`src/rtl/servo_reply_parser_map_update_macros.svh`:
```
// ----------------------------------------------------------------------------
// Servo reply parser assertion macros
// Concurrent assertion shorthands clocked on clk_i, disabled in reset.
// ----------------------------------------------------------------------------
`ifndef SERVO_REPLY_PARSER_MAP_UPDATE_MACROS_SVH
`define SERVO_REPLY_PARSER_MAP_UPDATE_MACROS_SVH

// same-cycle implication
`define SRPM_ASSERT_SAME(lbl, pre, post, msg) \
  lbl: assert property (@(posedge clk_i) disable iff (!rst_ni) (pre) |-> (post)) \
    else $error(msg);

// next-cycle implication
`define SRPM_ASSERT_NEXT(lbl, pre, post, msg) \
  lbl: assert property (@(posedge clk_i) disable iff (!rst_ni) (pre) |=> (post)) \
    else $error(msg);

`endif

```
`src/rtl/srpm_pkg.sv`:
```
// ----------------------------------------------------------------------------
// srpm_pkg
// Shared types, constants and helpers of the servo reply parser.
// ----------------------------------------------------------------------------
`default_nettype none

package srpm_pkg;

  localparam int unsigned MAX_SERVOS_DEF = 32;
  localparam int unsigned BUF_BYTES_DEF  = 64;

  localparam logic [7:0] HDR_A = 8'hFD;
  localparam logic [7:0] HDR_B = 8'hDF;

  typedef enum logic [1:0] {
    ST_OK      = 2'd0,
    ST_UNKNOWN = 2'd1,
    ST_BAD_SUM = 2'd2,
    ST_RANGE   = 2'd3
  } srpm_status_e;

  typedef struct packed {
    logic       cmd;
    logic [7:0] rx_byte;
    logic [7:0] read_servo;
    logic [5:0] read_address;
  } srpm_in_item_t;

  typedef struct packed {
    logic       packet_done;
    logic [1:0] packet_status;
    logic [7:0] packet_servo;
    logic [7:0] packet_flag;
    logic [7:0] packet_address;
    logic [7:0] packet_length;
    logic [7:0] read_data;
  } srpm_out_item_t;

  // parser view of the current packet
  typedef struct packed {
    logic         hit;
    srpm_status_e status;
    logic [7:0]   servo;
    logic [7:0]   flag;
    logic [7:0]   address;
    logic [7:0]   length;
  } srpm_pkt_t;

  function automatic logic srpm_servo_known(input logic [7:0]  id,
                                            input logic [31:0] mask,
                                            input logic [7:0]  max_servos);
    logic [7:0] idx;
    idx = id - 8'd1;
    return (id != 8'd0) && (id <= max_servos) && (id <= 8'd32) && mask[idx[4:0]];
  endfunction

endpackage

`default_nettype wire

```
`src/rtl/srpm_parse.sv`:
```
// ----------------------------------------------------------------------------
// srpm_parse
// Byte-level reply packet parser with packet store and checksum check.
// ----------------------------------------------------------------------------
`default_nettype none

module srpm_parse
  import srpm_pkg::*;
#(
  parameter int unsigned MAX_SERVOS = MAX_SERVOS_DEF,
  parameter int unsigned BUF_BYTES  = BUF_BYTES_DEF,
  parameter int unsigned PS_AW      = $clog2(BUF_BYTES)
) (
  input  wire logic             clk_i,
  input  wire logic             rst_ni,
  input  wire logic             byte_v_i,
  input  wire logic [7:0]       byte_i,
  input  wire logic [31:0]      mask_i,
  input  wire logic [PS_AW-1:0] ps_raddr_i,
  output logic [7:0]            ps_rdata_o,
  output srpm_pkt_t             pkt_o
);

  localparam logic [3:0] PH_HUNT = 4'd0;
  localparam logic [3:0] PH_HDR2 = 4'd1;
  localparam logic [3:0] PH_ID   = 4'd2;
  localparam logic [3:0] PH_FLAG = 4'd3;
  localparam logic [3:0] PH_ADDR = 4'd4;
  localparam logic [3:0] PH_LEN  = 4'd5;
  localparam logic [3:0] PH_CNT  = 4'd6;
  localparam logic [3:0] PH_DATA = 4'd7;
  localparam logic [3:0] PH_SUM  = 4'd8;

  logic [3:0] phase_q, phase_d;
  logic [7:0] servo_q, servo_d;
  logic [7:0] flag_q, flag_d;
  logic [7:0] addr_q, addr_d;
  logic [7:0] len_q, len_d;
  logic [7:0] cnt_q, cnt_d;
  logic [7:0] idx_q, idx_d;
  logic [7:0] xor_q, xor_d;
  logic       ps_we;
  logic [8:0] end_addr;

  logic [7:0] ps_mem [BUF_BYTES];

  always_comb begin
    phase_d = phase_q;
    servo_d = servo_q;
    flag_d  = flag_q;
    addr_d  = addr_q;
    len_d   = len_q;
    cnt_d   = cnt_q;
    idx_d   = idx_q;
    xor_d   = xor_q;
    ps_we   = 1'b0;
    if (byte_v_i) begin
      case (phase_q)
        PH_HUNT: begin
          if (byte_i == HDR_A) phase_d = PH_HDR2;
        end
        PH_HDR2: begin
          if (byte_i == HDR_B) begin
            phase_d = PH_ID;
          end else if (byte_i != HDR_A) begin
            phase_d = PH_HUNT;
          end
        end
        PH_ID: begin
          servo_d = byte_i;
          xor_d   = byte_i;
          phase_d = PH_FLAG;
        end
        PH_FLAG: begin
          flag_d  = byte_i;
          xor_d   = xor_q ^ byte_i;
          phase_d = PH_ADDR;
        end
        PH_ADDR: begin
          addr_d  = byte_i;
          xor_d   = xor_q ^ byte_i;
          phase_d = PH_LEN;
        end
        PH_LEN: begin
          len_d   = byte_i;
          xor_d   = xor_q ^ byte_i;
          phase_d = PH_CNT;
        end
        PH_CNT: begin
          cnt_d   = byte_i;
          xor_d   = xor_q ^ byte_i;
          idx_d   = 8'd0;
          phase_d = (len_q != 8'd0) ? PH_DATA : PH_SUM;
        end
        PH_DATA: begin
          ps_we = ({1'b0, idx_q} < 9'(BUF_BYTES));
          xor_d = xor_q ^ byte_i;
          idx_d = idx_q + 8'd1;
          if (idx_q + 8'd1 == len_q) phase_d = PH_SUM;
        end
        default: begin
          phase_d = PH_HUNT;
        end
      endcase
    end
  end

  assign end_addr = {1'b0, addr_q} + {1'b0, len_q};

  always_comb begin
    pkt_o.hit     = (phase_q == PH_SUM);
    pkt_o.servo   = servo_q;
    pkt_o.flag    = flag_q;
    pkt_o.address = addr_q;
    pkt_o.length  = len_q;
    if (!srpm_servo_known(servo_q, mask_i, 8'(MAX_SERVOS))) begin
      pkt_o.status = ST_UNKNOWN;
    end else if (xor_q != byte_i) begin
      pkt_o.status = ST_BAD_SUM;
    end else if (end_addr >= 9'(BUF_BYTES)) begin
      pkt_o.status = ST_RANGE;
    end else begin
      pkt_o.status = ST_OK;
    end
  end

  always_ff @(posedge clk_i or negedge rst_ni) begin
    if (!rst_ni) begin
      phase_q <= PH_HUNT;
      servo_q <= 8'd0;
      flag_q  <= 8'd0;
      addr_q  <= 8'd0;
      len_q   <= 8'd0;
      cnt_q   <= 8'd0;
      idx_q   <= 8'd0;
      xor_q   <= 8'd0;
    end else begin
      phase_q <= phase_d;
      servo_q <= servo_d;
      flag_q  <= flag_d;
      addr_q  <= addr_d;
      len_q   <= len_d;
      cnt_q   <= cnt_d;
      idx_q   <= idx_d;
      xor_q   <= xor_d;
    end
  end

  // packet store
  always_ff @(posedge clk_i) begin
    if (ps_we) ps_mem[idx_q[PS_AW-1:0]] <= byte_i;
    ps_rdata_o <= ps_mem[ps_raddr_i];
  end

endmodule

`default_nettype wire

```
`config.mk`:
```
export PLATFORM = sky130hd
export DESIGN_NAME = srpm_parse
export DESIGN_NICKNAME = d
export VERILOG_FILES = /design/src/rtl/servo_reply_parser_map_update_macros.svh /design/src/rtl/srpm_pkg.sv /design/src/rtl/srpm_parse.sv
export SDC_FILE = /design/constraint.sdc
export NUM_CORES = 1
export LEC_CHECK = 0
export BUFFER_PORTS_ARGS = -buffer_cell sky130_fd_sc_hd__buf_2
export CORE_MARGIN = 2
export CORE_UTILIZATION = 61
export DETAILED_ROUTE_END_ITERATION = 16
export PLACE_DENSITY = 0.75
export RECOVER_POWER = 100
export SLEW_MARGIN = 20
export SYNTH_ARGS = -nofsm -noshare
export SYNTH_HDL_FRONTEND = slang
export SYNTH_SLANG_ARGS = --single-unit
```
`constraint.sdc`:
```
create_clock -name clk_i -period 3.2 [get_ports clk_i]
set_input_delay 0.32 -clock clk_i [delete_from_list [all_inputs] [get_ports clk_i]]
set_output_delay 0.32 -clock clk_i [all_outputs]
set_load 0.05 [all_outputs]
```
; After elaboration in Yosys (flattened, before gate mapping)
; Memories as Yosys holds them, arrays and structs flattened. A register that Yosys moved wholly into a read port is not among the register bits.
; Cells that the tools add are included.
[totals]
ff_bits = 52
ramBits = 512
in_bits = 49
output_inout_bits = 43
wordCells = 65
memories = 1
[memory_table]
columns = name, depth, word_bits, rd, rd_clocked_by_memory_dff, wr, line_no
row1 = ps_mem, 64, 8, 1, 1, 1, srpm_parse.sv:45  ; logic [7:0] ps_mem [BUF_BYTES];
[op_classes]
addsub = 3
n_lt_le_gt_ge = 4
n_eq_ne = 16
mux = 17
bitwise_logic = 1
reduce_logical = 16
[op_table]
columns = cell, n
row1 = one-hot mux 4 bit (8 select lines), 1
row2 = one-hot mux 8 bit (2 select lines), 2
row3 = 2-to-1 mux 4 bit, 5
row4 = "== test 4 x 3 -> 1 bit, second input constant", 4
row5 = "== test 8 bit, second input constant", 2
row6 = nonzero test 8 bit, 2
row7 = AND reduction 2 bit, 6
row8 = adder 8 x 8 -> 9 bit, 1
row9 = ">= comparator 9 x 7 -> 1 bit, second input constant", 1
row10 = "adder 8 x 1 -> 8 bit, second input constant", 1
row11 = "== test 4 x 2 -> 1 bit, second input constant", 2
row12 = == test 8 bit, 1
row13 = "less-or-equal comparator 8 x 6 -> 1 bit, second input constant", 1
row14 = "< comparator 8 x 7 -> 1 bit, second input constant", 1
row15 = != test 8 bit, 1
row16 = "!= test 8 bit, second input constant", 1
row17 = bitwise XOR 8 bit, 1
row18 = "< comparator 5 x 6 -> 1 bit, second input constant", 1
row19 = 2-to-1 mux 2 bit, 3
row20 = binary-select mux 1 bit (select 5 bit), 1
row21 = 2-to-1 mux 1 bit, 5
row22 = OR reduction 5 bit, 1
row23 = "subtractor 5 x 1 -> 5 bit, second input constant", 1
row24 = "== test 4 x 1 -> 1 bit, second input constant", 1
row25 = 7 further kinds, 11

; Logic depth before layout (Yosys ltp)
; Gate-level depths: netlist (run 1).
[logic_depth]
ltp_word = 5
mapped_depth = 10
mapped_depth_nobuf = 8

; Least setup slack after synthesis (run 1)
; No wires, ideal clock.
[synth_timing]
path_kind = register to output
start = register servo_q[0]
end = output pkt_o[33] (netlist name)
arrival_time_ps = 3067
required_ps = 2880
setup_slack_ps = -187
stages_incl_launch_ff = 11
n_path_buf = 2
cell_sequence = dfrtp_1 -> buf_2 -> inv_1 -> ha_1 -> clkbuf_1 -> mux4_2 -> nor2b_1 -> a211oi_1 -> a21oi_1 -> o211ai_1 -> a21oi_1
[synth_lines]
columns = item, line_no
row1 = start: declaration, srpm_parse.sv:35  ; logic [7:0] servo_q, servo_d;
row2 = start signal: assignment, srpm_parse.sv:139  ; servo_q <= servo_d;
row3 = end: declaration, srpm_parse.sv:21  ; output srpm_pkt_t pkt_o

==> results.toml, run 1 <==
[finish]
area_growth_pct = 12.9
nets = 1447
finish.utilization_pct = 69.7
nFillCells = 2461
drive_above_1_share_pct = 25.7
finalInstanceArea_um2 = 26200
final_cells = 1944

[synthesis]
synth.net_count = 1274
synth.most_common_cell = "edfxtp_1"
synth_top_area_share_pct = 66.3
synth_common_cells = "edfxtp_1, mux4_2, nor2_1"
ys_seq_area_share_pct = 72.6
synth_seq_cells = 572
synth_flop_cell = "edfxtp_1"
synth_compound_area_share_pct = 4.05
syn_inst = 1213
synth_edf_count = 512
synth_area_leaders = "edfxtp_1, mux4_2, dfrtp_1"
synth_top_family_by_area = "multiplexers"
yosys.area_share.simple_pct = 3.98
postSynthAreaPerCell_um2 = 19.1
yosysWarnings = 0
synth_fa_ha_area_share_pct = 0.680
synth_mux_area_share_pct = 16.2
ys_types = 53
synthesis.area_um2 = 23200
async_reset_ff_share_pct = 9.09
yosys.area.top_type = "edfxtp_1"
synth_xor_area_share_pct = 0.869

[setup_path]
r2r_cells = 5
critPathRequiredTime_ns = 2.88
crit_path_end_kind = "output port"
worstPathArrival_ns = 2.77
startpoint_type = "register"
setup.worst_path.class = "register to output port"
worst-path-max-fanout = 5

[power_and_ir_drop]
power.density_nw_per_um2 = 708
vdd.ir_drop.worst_uv = 685
internal-power_mw = 13.2
p_switching_mw = 5.29
p_clk_share_pct = 33.1
report.power.total_mw = 18.5
switching_share_pct = 28.5
p_leak_nw = 8.53
seqPwrFrac_pct = 48.1
combPwrFrac_pct = 18.8

[min_path]
whs_path_depth = 3
min_path_type = "input port to register"

[grt]
grt_antenna_before_repair = 3
grt_pass1_wl_um = 76600
grt_overflow_total = 0
grt_pass1_vias = 12300
track_usage_pct = 26.9
grt_max_degree = 71

[timing]
whs_ns = 0.102
max_slew_margin_pct = -39.5
layout_min_cycle_time_ns = 3.09
skew_ns = 0.0187
layout_worst_path_cycle_share_pct = 96.5
finalHoldViolations = 0
max_clock_freq_mhz = 324
fin_ws_ns = 0.112
finalSetupTns_ns = 0
rsz0062_at_grt = "no"
drv_slew = 153
tightest_slew_ns = 2.09
setup_viol_count_final = 0

[clocking]
numCtsBuffers = 55
htree_levels = 2
cts_tree = "yes"
cts_sinks = 572
clk_pin_slew_ns = 0.06
cts_max_path_buffers = 3
cts_root_buffer = "clkbuf_16"
clk_latency_ns = 0.59

[flow_run]
maxCapViolCount = 3

[floorplan]
core-area_um2 = 37600
rows = 71
io_pins = 92
initial_core_util_pct = 61.7
die_w_um = 199
fp.dieH_um = 199
die_area_um2 = 39600

[detailed_routing]
drt-total-wl_um = 50500
route.detailed.drc = 0
drt-wirelength-per-cell_um = 26.0
via_count = 12200
ant_nets = 0
drtPass1Iterations = 5
detail_route.iter0.violations = 1357
vias_per_cell = 6.30

[place]
port_buffers = 91
dp_hpwl_um = 31700
place_area_um2 = 24700
place_inst = 1837
routabilityCongestion = 0.897
dpl_worst_slack_ns = 0.222

[run_status]
failed_checks = "max-capacitance violations, max-slew violations"
outcome = "complete, but fails checks"
-- state kept, by name, indices dropped and copies added (netlist names) --
name / flops
addr_q: 8
flag_q: 8
idx_q: 8
len_q: 8
phase_q: 4
ps_mem: 512
ps_rdata_o: 8
servo_q: 8
xor_q: 8
-- worst paths after layout --
check / to / slack, ns / start
hold reg to reg: flag_q[0] / 0.51 / flag_q[0]
max in group asynchronous: xor_q[1] / 0.72 / rst_ni
hold / removal: xor_q[7] / 0.10 / byte_v_i
setup reg to reg: ps_mem[0][0] / 0.24 / phase_q[1]
min in group asynchronous: len_q[3] / 0.88 / rst_ni
setup / recovery: pkt_o[32] / 0.11 / len_q[0]
-- worst max-delay path: stages, from the launching register on --
cell     delay, ns
dfrtp_2       0.44
ha_1          0.25
fa_2          0.35
and3b_1       0.17
o21a_1        0.16
o21a_1        0.18
o21ai_2       0.12
nand3_1       0.10
a21o_1        0.22
buf_4         0.19
-- placed cells by master (no fill, tap or decap), types with 24 or more instances in the layout --
master       n
a21oi_1     24
dfrtp_1     50
mux4_2     137
clkbuf_2    31
buf_2       37
clkbuf_16   55
mux2_2      48
clkbuf_1   114
o21ai_0     31
edfxtp_1   512
nor2_1      80
nand2_1     28
-- what timing repair did --
| action | in CTS | in global routing |
|---|---|---|
| setup buffers | 0 | 2 |
| endpoints found under the setup margin | 2 | 2 |
| resized for setup | 8 | 3 |
| cloned | 0 | 0 |
| hold endpoints to repair | 37 | 0 |
| pin swaps | 1 | 1 |
| hold buffers | 1 | 0 |
-- metal layers --
layer | track usage (%) | part of all wire, % | up-vias
met2 | 42.0 | 48 | 500
met5 | 0 | 0.026 | -
li1 | - | - | 5310
met4 | 9.65 | 3.2 | 2
met1 | 38.1 | 40 | 6339
met3 | 5.90 | 8.6 | 96
-- kinds of logic (layout without fill, tap and decap cells) --
kind of cell,Yosys count,after routing
flops,572,572
mux,199,199
simple gates,190,190
compound gates,137,137
buf+inv,80,297
xor+xnor,23,23
fa+ha+maj,12,12
other cells,0,3
-- layout make-up --
type                       count  area [µm²]  area share (%)
multi-input combinational    561        6020            23.0
antenna                        3        7.51          0.0287
clock buffer                  80        1550            5.92
tap                          511         639            2.44
sequential                   572       16800            64.3
timing repair buffer         190         936            3.58
clock inverter                21         161           0.617
inverter                       6        22.5          0.0860
-- power by group through the flow --
stage | registers [mW] | logic [mW] | clock network, mW
floorplan | 9.63 | 1.90 | 0
detailed placement | 9.05 | 3.45 | 0
finish | 8.92 | 3.48 | 6.13
global placement | 9.03 | 3.38 | 0
CTS | 8.90 | 3.53 | 6.23
global route | 8.97 | 3.74 | 6.50
Note: power is estimated with default switching activity, not from simulation.
==> run 2: changes to the inputs <==
--- a/config.mk
+++ b/config.mk
@@ -9,4 +9,5 @@
 export CORE_MARGIN = 2
 export CORE_UTILIZATION = 61
+export CTS_CLUSTER_SIZE = 12
 export DETAILED_ROUTE_END_ITERATION = 16
 export PLACE_DENSITY = 0.75
==> constraint.sdc (replaced) <==
create_clock -name clk_i -period 3.2 [get_ports clk_i]
set_input_delay 0.16 -clock clk_i [delete_from_list [all_inputs] [get_ports clk_i]]
set_output_delay 0.16 -clock clk_i [all_outputs]
set_load 0.05 [all_outputs]
==> results.toml, run 2 (synthesis gave the netlist of run 1 again) <==
[run_status]
outcome = "complete, but fails checks"
failed_checks = "max-capacitance violations, max-slew violations"

[power_and_ir_drop]
seqPwrFrac_pct = 48.5
internal-power_mw = 13.1
p_leak_nw = 8.56
p_clk_share_pct = 32.6
p_switching_mw = 5.27
combPwrFrac_pct = 18.9
power.density_nw_per_um2 = 702
switching_share_pct = 28.7
vdd.ir_drop.worst_uv = 969

[timing]
drv_slew = 477
setup_viol_count_final = 0
fin_ws_ns = 0.134
layout_worst_path_cycle_share_pct = 95.8
finalSetupTns_ns = 0
whs_ns = 0.0792
max_clock_freq_mhz = 326
tightest_slew_ns = 2.23
finalHoldViolations = 0
rsz0062_at_grt = "no"
skew_ns = 0.0159
layout_min_cycle_time_ns = 3.07
max_slew_margin_pct = -48.6

[floorplan]
initial_core_util_pct = 61.7
core-area_um2 = 37600
die_w_um = 199
io_pins = 92
die_area_um2 = 39600
fp.dieH_um = 199
rows = 71

[detailed_routing]
route.met3.wl_um = 4100
drt-total-wl_um = 51500
drtPass1Iterations = 5
vias_per_cell = 6.35
route.layer.met1.wl_um = 21200
route.detailed.drc = 0
via_count = 12300
ant_nets = 0
wl_met2_um = 24800
detail_route.iter0.violations = 1196
top_layer = "met4"
drt-wirelength-per-cell_um = 26.5

[clocking]
cts_max_path_buffers = 3
cts_sinks = 572
numCtsBuffers = 55
htree_levels = 2
postCtsSetupBuffers = 0
cts_tree = "yes"
cts_root_buffer = "clkbuf_16"
clk_pin_slew_ns = 0.06
clk_latency_ns = 0.60

[min_path]
min_path_type = "input port to register"

[finish]
nets = 1450
finish.utilization_pct = 69.7
largest_reg_flops = 512
layout_common_cells = "edfxtp_1, mux4_2, clkbuf_1"
drive_above_1_share_pct = 25.7
nFillCells = 2364
mostFrequentLayoutCell = "edfxtp_1"
area_growth_pct = 12.9

[setup_path]
worstPathCellList = "ha_1 -> fa_1 -> and3b_1 -> o21a_1 -> o21a_1 -> o21ai_0 -> nand3_1 -> a21o_1 -> clkbuf_4"
crit_top_cell = "o21a_1"
worst-path-max-fanout = 5
crit_path_end_kind = "output port"
critPathRequiredTime_ns = 3.04
max_stage_delay_ns = 0.45
startpoint_type = "register"
setup.worst_path.class = "register to output port"
slowest_stage = "dfrtp_2"
worstPathArrival_ns = 2.91

[place]
dpl_worst_slack_ns = 0.242
port_buffers = 91
dp_hpwl_um = 31700
routabilityCongestion = 0.874

[grt]
grt_max_degree = 72
grt_pass1_vias = 12400
grt_overflow_total = 0
grt_pass1_wl_um = 78000
grt_antenna_before_repair = 2
track_usage_pct = 27.3

[flow_run]
maxCapViolCount = 9
[run 2: changes by cell type in the layout (fill, tap and decap cells not counted), sizes merged]
| cell | change |
|---|---|
| bufinv | -2 |
| clkinvlp | -4 |
| dlygate4sd3 | +4 |
| diode | -1 |
| clkbuf | +8 |
| buf | +6 |
| clkinv | -11 |
[run 2: what timing repair did]
item / in CTS / in global routing
gates resized for setup: 1 / 9
pin swaps: 0 / 1
hold buffers: 5 / 0
setup endpoints to repair: 1 / 18
hold endpoints to repair: 36 / 0
[run 2: routing by layer]
metal | global-route usage (%) | vias to the layer above
li1 | - | 5302
met1 | 40.4 | 6364
met2 | 42.6 | 584
met3 | 4.78 | 89
met4 | 7.99 | 0
met5 | 0 | -
[run 2: path summary, 6_finish.rpt]
path | start | end | slack (ns) | depth (start not counted)
setup / recovery | len_q[0] | pkt_o[32] | 0.13 | 9
hold / removal | ps_raddr_i[4] | ps_rdata_o[1] | 0.08 | 2
setup reg to reg | phase_q[3] | ps_mem[48][7] | 0.26 | 6
hold reg to reg | flag_q[1] | flag_q[1] | 0.50 | 2
max in group asynchronous | rst_ni | len_q[0] | 0.70 | 3
min in group asynchronous | rst_ni | len_q[6] | 0.66 | 2
[run 2: worst max-delay path, delay by kind of cell, from the launching register on]
| family | cells | cell delay [ns] |
|---|---|---|
| buffers and inverters | 1 | 0.21 |
| and+or+nand+nor | 2 | 0.30 |
| adders and majority gates | 2 | 0.62 |
| AOI/OAI and AO/OA | 4 | 0.72 |
| DFF | 1 | 0.45 |
[run 2: power groups by stage]
stage	clock network (mW)	registers [mW]	logic (mW)
2_1_floorplan	0	9.63	1.90
3_3_place_gp	0	9.01	3.42
3_5_place_dp	0	9.03	3.49
4_1_cts	6.06	8.88	3.52
5_1_grt	6.34	8.95	3.75
6_report	5.99	8.90	3.48
[run 2: layout make-up]
type	count	area, µm²	area share [%]
Antenna cell	2	5.00	0.0191
Clock buffer	95	1600	6.10
Clock inverter	4	33.8	0.129
Inverter	6	22.5	0.0860
Multi-Input combinational cell	561	6020	23.0
Sequential cell	572	16800	64.3
Tap cell	511	639	2.44
Timing Repair Buffer	193	1020	3.91
[run 2: metrics by stage]
step           instances  power (mW)  cell area, µm²
2_1_floorplan       1213        11.5           23200
3_3_place_gp        1838        12.4           24700
3_5_place_dp        1838        12.5           24700
4_1_cts             1942        18.5           26400
5_1_grt             1942        19.0           26200
6_report            1944        18.4           26200
